`src/rtl/core/median_filter_3x3_defines.svh`:
```
// Assertion macros shared by the median filter RTL.
// Included by the modules that carry concurrent checks; no other dependencies.
`ifndef MEDIAN_FILTER_3X3_DEFINES_SVH
`define MEDIAN_FILTER_3X3_DEFINES_SVH

// Same-cycle implication, checked at every rising edge outside reset
`define MF3_ASSERT_IMP(name, clk, rst_n, ante, cons, msg) \
    name: assert property (@(posedge clk) disable iff (!rst_n) (ante) |-> (cons)) \
        else $error(msg);

// Next-cycle implication, checked at every rising edge outside reset
`define MF3_ASSERT_NXT(name, clk, rst_n, ante, cons, msg) \
    name: assert property (@(posedge clk) disable iff (!rst_n) (ante) |=> (cons)) \
        else $error(msg);

`endif

```
`src/rtl/core/mf3_pkg.sv`:
```
// Shared types, constants and compare helpers for the 3x3 median filter.
// Used by every module of the block; depends on nothing else.
package mf3_pkg;

    localparam int PIX_W         = 8;
    localparam int FW_W          = 11;
    localparam int FH_W          = 13;
    localparam int ROW_W         = 13;   // holds up to MAX_HEIGHT + 1
    localparam int CFG_IDX_W     = 1;
    localparam int CFG_DATA_W    = 13;
    localparam int DEF_MAX_WIDTH = 1024;
    localparam int MAX_HEIGHT    = 4096;

    localparam logic [FW_W-1:0] FW_RESET = 11'd640;
    localparam logic [FH_W-1:0] FH_RESET = 13'd480;

    // Configuration register indexes
    localparam logic [CFG_IDX_W-1:0] CFG_FRAME_WIDTH  = 1'b0;
    localparam logic [CFG_IDX_W-1:0] CFG_FRAME_HEIGHT = 1'b1;

    typedef logic [PIX_W-1:0] t_pix;
    typedef t_pix [2:0] t_col;       // [0] top row .. [2] bottom row

    typedef struct packed {
        logic mode;
        t_pix red_value;
    } t_in_beat;

    typedef struct packed {
        t_pix median_value;
        logic frame_last;
    } t_out_beat;

    // Per-item control decided at the counters, carried to the window stage
    typedef struct packed {
        logic wr;         // item updates line stores and window
        logic col_first;  // column zero: start of a new row
        logic row_ge1;    // row above exists
        logic row_ge2;    // two rows above exist
        logic row_in;     // current row lies inside the frame
        logic emit;       // item produces a result
        logic last;       // result is the frame's final one
        logic clr;        // window returns to zero after this item
    } t_op;

    // Three-input compare-exchange sort, ascending
    function automatic t_col sort3(input t_col v);
        t_pix a;
        t_pix b;
        t_pix c;
        t_pix t;
        t_col s;
        a = v[0];
        b = v[1];
        c = v[2];
        if (a > b) begin
            t = a; a = b; b = t;
        end
        if (b > c) begin
            t = b; b = c; c = t;
        end
        if (a > b) begin
            t = a; a = b; b = t;
        end
        s[0] = a;
        s[1] = b;
        s[2] = c;
        return s;
    endfunction

endpackage

```
`src/rtl/core/mf3_ctrl.sv`:
```
// Configuration registers and raster counters; decides what each beat does.
// Depends on mf3_pkg and the assertion macros header.
`include "median_filter_3x3_defines.svh"

module mf3_ctrl #(
    parameter int MAX_WIDTH = mf3_pkg::DEF_MAX_WIDTH,
    localparam int COL_W    = $clog2(MAX_WIDTH)
) (
    input  logic                            i_clk,
    input  logic                            i_rst_n,
    input  logic                            i_cfg_we,
    input  logic [mf3_pkg::CFG_IDX_W-1:0]   i_cfg_index,
    input  logic [mf3_pkg::CFG_DATA_W-1:0]  i_cfg_wdata,
    input  logic                            i_fire,
    input  logic                            i_mode,
    output mf3_pkg::t_op                    o_op,
    output logic                            o_op_vld,
    output logic [COL_W-1:0]                o_addr
);
    localparam int ROW_W = mf3_pkg::ROW_W;
    localparam int FW_W  = mf3_pkg::FW_W;
    localparam int FH_W  = mf3_pkg::FH_W;

    localparam logic [COL_W:0]   W_ONE   = (COL_W+1)'(1);
    localparam logic [COL_W:0]   W_MAX   = (COL_W+1)'(MAX_WIDTH);
    localparam logic [FH_W-1:0]  H_ONE   = FH_W'(1);
    localparam logic [FH_W-1:0]  H_MAX   = FH_W'(mf3_pkg::MAX_HEIGHT);
    localparam logic [ROW_W-1:0] ROW_ONE = ROW_W'(1);
    localparam logic [ROW_W-1:0] ROW_LIM = ROW_W'(mf3_pkg::MAX_HEIGHT + 1);

    logic [FW_W-1:0]  r_fw;
    logic [FH_W-1:0]  r_fh;
    logic [COL_W-1:0] r_col;
    logic [ROW_W-1:0] r_row;

    logic [COL_W:0]   w_eff;
    logic [FH_W-1:0]  h_eff;
    logic [ROW_W-1:0] h_plus1;
    logic [COL_W:0]   col_inc;
    logic             wrap;
    logic             over;
    mf3_pkg::t_op     op;

    // Configuration writes
    always_ff @(posedge i_clk) begin
        if (!i_rst_n) begin
            r_fw <= mf3_pkg::FW_RESET;
            r_fh <= mf3_pkg::FH_RESET;
        end else if (i_cfg_we) begin
            case (i_cfg_index)
                mf3_pkg::CFG_FRAME_WIDTH:  r_fw <= i_cfg_wdata[FW_W-1:0];
                mf3_pkg::CFG_FRAME_HEIGHT: r_fh <= i_cfg_wdata[FH_W-1:0];
                default: ;
            endcase
        end
    end

    // Clamp frame size to the supported range
    always_comb begin
        if (r_fw == '0) begin
            w_eff = W_ONE;
        end else if (32'(r_fw) > 32'(MAX_WIDTH)) begin
            w_eff = W_MAX;
        end else begin
            w_eff = (COL_W+1)'(r_fw);
        end
        if (r_fh == '0) begin
            h_eff = H_ONE;
        end else if (r_fh > H_MAX) begin
            h_eff = H_MAX;
        end else begin
            h_eff = r_fh;
        end
    end

    assign h_plus1 = ROW_W'(h_eff) + ROW_ONE;
    assign col_inc = {1'b0, r_col} + W_ONE;
    assign wrap    = col_inc >= w_eff;
    assign over    = r_row > h_plus1;

    // Beat decode
    always_comb begin
        op.wr        = !over;
        op.col_first = (r_col == '0);
        op.row_ge1   = (r_row != '0);
        op.row_ge2   = |r_row[ROW_W-1:1];
        op.row_in    = r_row < ROW_W'(h_eff);
        op.emit      = !over && (op.col_first ? op.row_ge2 : op.row_ge1);
        op.last      = !over && (r_row == h_plus1);
        op.clr       = over || op.last;
    end

    // Flush beats inside the frame are dropped without effect
    assign o_op_vld = over || !(i_mode && op.row_in);
    assign o_op     = op;
    assign o_addr   = r_col;

    // Raster position
    always_ff @(posedge i_clk) begin
        if (!i_rst_n) begin
            r_col <= '0;
            r_row <= '0;
        end else if (i_fire && o_op_vld) begin
            if (op.clr) begin
                r_col <= '0;
                r_row <= '0;
            end else if (wrap) begin
                r_col <= '0;
                r_row <= r_row + ROW_ONE;
            end else begin
                r_col <= col_inc[COL_W-1:0];
            end
        end
    end

    `MF3_ASSERT_IMP(a_row_bound, i_clk, i_rst_n, 1'b1, r_row <= ROW_LIM, "row counter beyond frame end")

endmodule

```
`config.mk`:
```
export PLATFORM = sky130hd
export DESIGN_NAME = mf3_ctrl
export DESIGN_NICKNAME = d
export VERILOG_FILES = /design/src/rtl/core/mf3_pkg.sv /design/src/rtl/core/mf3_ctrl.sv
export VERILOG_INCLUDE_DIRS = /design/src /design/src/rtl/core
export SDC_FILE = /design/constraint.sdc
export NUM_CORES = 1
export LEC_CHECK = 0
export BUFFER_PORTS_ARGS = -buffer_cell sky130_fd_sc_hd__buf_2
export CAP_MARGIN = 25
export CORE_ASPECT_RATIO = 0.75
export CORE_MARGIN = 2
export CORE_UTILIZATION = 25
export CTS_BUF_LIST = sky130_fd_sc_hd__clkbuf_4
export DETAILED_ROUTE_END_ITERATION = 8
export GPL_TIMING_DRIVEN = 0
export SLEW_MARGIN = 40
export SYNTH_ARGS = -nofsm -noshare
export SYNTH_HDL_FRONTEND = slang
export SYNTH_SLANG_ARGS = --single-unit
```
`constraint.sdc`:
```
create_clock -name i_clk -period 8.2 [get_ports i_clk]
set_input_delay 1.64 -clock i_clk [delete_from_list [all_inputs] [get_ports i_clk]]
set_output_delay 1.64 -clock i_clk [all_outputs]
set_load 0.02 [all_outputs]
```
Word level (Yosys, flattened, before mapping)
Cells that the tools add are included.
- logic and storage cells: 40
- output and inout bits: 19
- bits of input ports: 19
- register bits: 47
- multiplexer cells: 9
- equality and inequality tests: 1
- $lt $le $gt $ge: 5
- bitwise gates (word level): 1
- add/sub/neg operators: 3
- reduce and logical (&&, ||, !) cells: 17
- operators by type and width (operator ; number):
    2-to-1 mux 13 bit ; 4
    adder 13 x 1 -> 13 bit, second input constant ; 2
    2-to-1 mux 11 bit ; 2
    2-to-1 mux 10 bit ; 2
    equality test 13 bit ; 1
    greater-than comparator 13 bit ; 1
    greater-than comparator 13 bit, second input constant ; 1
    logical NOT 13 bit ; 1
    < comparator 13 bit ; 1
    nonzero test 13 bit ; 1
    OR reduction 12 bit ; 1
    adder 10 x 1 -> 11 bit, second input constant ; 1
    >= comparator 11 bit ; 1
    greater-than comparator 11 bit, second input constant ; 1
    logical NOT 11 bit ; 1
    logical NOT 10 bit ; 1
    AND reduction 2 bit ; 3
    logical AND 1 bit ; 4
    logical NOT 1 bit ; 2
    logical OR 1 bit ; 2
    nonzero test 2 bit ; 1
    2-to-1 mux 1 bit ; 1
    inverter 1 bit ; 1

Logic depth before layout (Yosys ltp)
- depth after elaboration: 10
- mapped depth: 19
- mapped depth without buffers: 16

Worst setup path before layout
Ideal clock, no wire load.
- path kind: reg2out
- start point: reg r_fh[3]
- end point: out o_op[2] in the netlist's numbering
- slack: 2.878 ns
- data arrival time: 3.682 ns
- required time: 6.560 ns
- stages on the path, launching flop included: 14
- buffers on the path: 0
- cell sequence: dfxtp_1 nor4_1 nand3_1 a21oi_1 ha_1 nand4_1 nor3_1 nand3_1 xnor2_1 ha_1 a21oi_1 o21ai_0 o311ai_1 nor2b_1
- RTL lines (item ; RTL line ; source):
    start: declaration ; mf3_ctrl.sv:32 ; logic [FH_W-1:0] r_fh;
    start signal: assignment ; mf3_ctrl.sv:48 ; r_fh <= mf3_pkg::FH_RESET;
    start signal: assignment ; mf3_ctrl.sv:52 ; mf3_pkg::CFG_FRAME_HEIGHT: r_fh <= i_cfg_wdata[FH_W-1:0];
    end: declaration ; mf3_ctrl.sv:16 ; output mf3_pkg::t_op o_op,

==> metrics.txt <==
status complete, no violations; Tot GR Track Use 13.6%; Die Wd 141 µm; first-pass GRT wire length 16.8 mm; aggregate routed wire length 10.1 mm; initial antenna violation count 0; CP Class reg -> out; data required time at the worst endpoint 6560 ps; asr flop ratio synth 0%; maximum vdd drop 0.0000721 V; Flop pwr share 56.2%; die area 15000 µm²; Clock Skews 18.5 ps; CORE AREA 13700 µm²; Most used DFF post-synth dfxtp_1; Layout fillers 1489; final hold violation count 0; post-DP HPWL 7.96 mm; crit path max fanout 10; Int Pwr 297 µW; CTS hold repair buffers 0; EDFF count, synth 0; register area share after synthesis 26.8%; DRT iter0 DRCs 175; syn_nets 507; maximum clock frequency 151 MHz; largest net degree at the start of global routing 16; Routed Antenna Nets 0; DRC violation count after routing 0; Mapped Area 3510 µm²; Clock Path Buffers 2; max-slew violations 0; Total Power 433 µW; synth top area cells dfxtp_1 27%, ha_1 15%, nand2_1 9.9%, a21boi_0 4.9%, a21oi_1 3.7%; DR WL/cell 15.1 µm; Clk pwr share 26.3%; list of most frequent post-synthesis cells 92 x nand2_1, 47 x dfxtp_1, 42 x ha_1; area occupied by multi-input gates 2430 µm²; gpl congestion 0.846; setup bufs post-CTS 0; final setup fails 0; global route overflow 0; Vias/cell 5.11; largest area contributor in the netlist dfxtp_1; max_cap viols 0; CTS resizes 0; Root Driver clkbuf_4; Die Ht 107 µm; Slew HR 47.6%; vias in the first global route 3227; Syn Area/Cell 7.86 µm²; top cell type's share of synthesized area 26.8%; IO Count 38; # nets final 551; Yosys cell types 56; worst hold path type reg -> reg; CTS clock-pin slew for the worst setup and hold paths 150 ps; Setup TNS 0 ps; Sw Share 31.4%; ratio of cells with drive above 1 in the final layout 11.2%; Worst Setup Start Kind flip-flop; Worst Max-Slew Pin Slew 785 ps; P&R area growth vs syn 13.4%; period utilisation layout 80.5%; switching power 136 µW; Setup crit end kind output pin; Port Buffers 37; cell row count 37; Synth warnings 0; count leader, synth nand2_1; WP data arrival 4960 ps; Initial Util 25.6%; Power Dens Cells 109 nW/µm²; LEAKAGE 0.00166 µW; TritonCTS clock tree yes; TritonRoute pass-1 iters 4; RSZ-0062 raised after global routing false; ANT cells 0; cell count after synthesis 446; Synth Register Bits 47; via count 3404; Num CTS Buffers 5; Tmin final 6600 ps; share of total power in combinational logic 17.6%; register area 941 µm²; Clock Sinks 47; Clock Latency Late Sink 370 ps; H-tree depth 2
[layout by cell type (no fill, tap or decap), types with 2 or more instances in the layout]
master     netlist  final
and2_1           3      3
and3_1           9      9
a21boi_0        23     23
xnor2_1         12     12
dfxtp_1         47     47
inv_1           15     15
clkbuf_1        12     12
buf_4            4      4
o211ai_1        10     10
or4_1            2      2
nor4_1           9      9
a32o_1           2      2
clkinv_1         1      2
nand3b_1         3      3
nor3_1           9      9
nand4_1         14     14
ha_1            42     42
buf_2            1     38
nand3_1         15     15
a21oi_1         26     26
a41oi_1          2      2
xor2_1           9      9
nand4b_1         4      4
o21ai_0         17     17
clkbuf_4         0      5
a21o_1           2      2
nor2b_1          7      7
nand2b_1         7      7
o31ai_1          4      4
nand2_1         92     92
nor2_1          12     12
o22ai_1          2      2
nand4bb_1        2      2
a31oi_1          4      4
[final cells by class]
type | count | share of cell area, %
Clock buffer | 5 | 0.944
Multi-Input combinational cell | 365 | 61.1
Buffer | 18 | 2.11
Inverter | 16 | 1.51
Sequential cell | 47 | 23.7
Tap cell | 175 | 5.51
Timing Repair Buffer | 37 | 4.66
Clock inverter | 3 | 0.504
[power by group through the flow]
stage / combinational (µW) / clock [µW] / sequential, µW
after floorplan: 50.7 / 0 / 246
after global placement: 73.6 / 0 / 248
after detailed placement: 75.5 / 0 / 248
after CTS: 76.0 / 114 / 243
after global routing: 86.0 / 128 / 245
final: 76.0 / 114 / 243
[path summary, 6_finish.rpt]
kind,startpoint,endpoint,slack [ps],depth (start not counted)
hold / removal,r_fw[6]$_SDFFE_PN0P_,r_fw[6]$_SDFFE_PN0P_,490,2
hold reg to reg,r_fw[6]$_SDFFE_PN0P_,r_fw[6]$_SDFFE_PN0P_,490,2
setup reg to reg,r_fh[3]$_SDFFE_PN0P_,r_row[1]$_SDFFE_PN0P_,3220,17
setup / recovery,r_fh[3]$_SDFFE_PN0P_,o_op[0],1600,16
[critical path: stages, from the launching register on]
cell and delay, ps:
dfxtp_1 400, nor4_1 290, nand3_1 140, a21oi_1 380, ha_1 320, nand4_1 160
nor3_1 440, nand3_1 160, xnor2_1 160, ha_1 290, nand4_1 240, or4_1 640
nor2b_1 160, nand3_1 160, buf_4 200, buf_2 250, buf_2 210
[per-stage QoR]
stage / setup slack, ps / hold slack, ps / instances / area (µm²) / utilization [%]
floorplan: 2880 / 456 / 446 / 3510 / -
global placement: 2200 / 474 / 658 / 3910 / 28.5
detailed placement: 2100 / 475 / 658 / 3920 / 28.6
CTS: 1660 / 494 / 666 / 3980 / 29.0
global route: 1250 / 521 / 666 / 3980 / 29.0
finish: 1600 / 493 / 666 / 3980 / 29.0
[layer usage]
metal  GRT usage (%)  up-vias  wire, µm
li1                -     1703         -
met1            20.9     1601      5380
met5               0        -         0
met2            20.3       96      4080
met4            2.14        0        48
met3            2.03        4       551
[sequential cells by signal, indices dropped and copies added, names as in the netlist]
register / cells
o_addr: 10
r_fh: 13
r_fw: 11
r_row: 13
[logic make-up (layout without fill, tap and decap cells)]
| group | after synthesis | in the layout | share of synthesized area (%) |
|---|---|---|---|
| muxes | 1 | 1 | 0.286 |
| and+or+nand+nor | 194 | 194 | 27.4 |
| DFF | 47 | 47 | 26.8 |
| xor gates and xnor gates | 21 | 21 | 5.25 |
| adders and majority gates | 42 | 42 | 15.0 |
| buffers and inverters | 34 | 79 | 4.10 |
| AOI/OAI and AO/OA | 107 | 107 | 21.1 |
(Power assumes the default switching activity.)
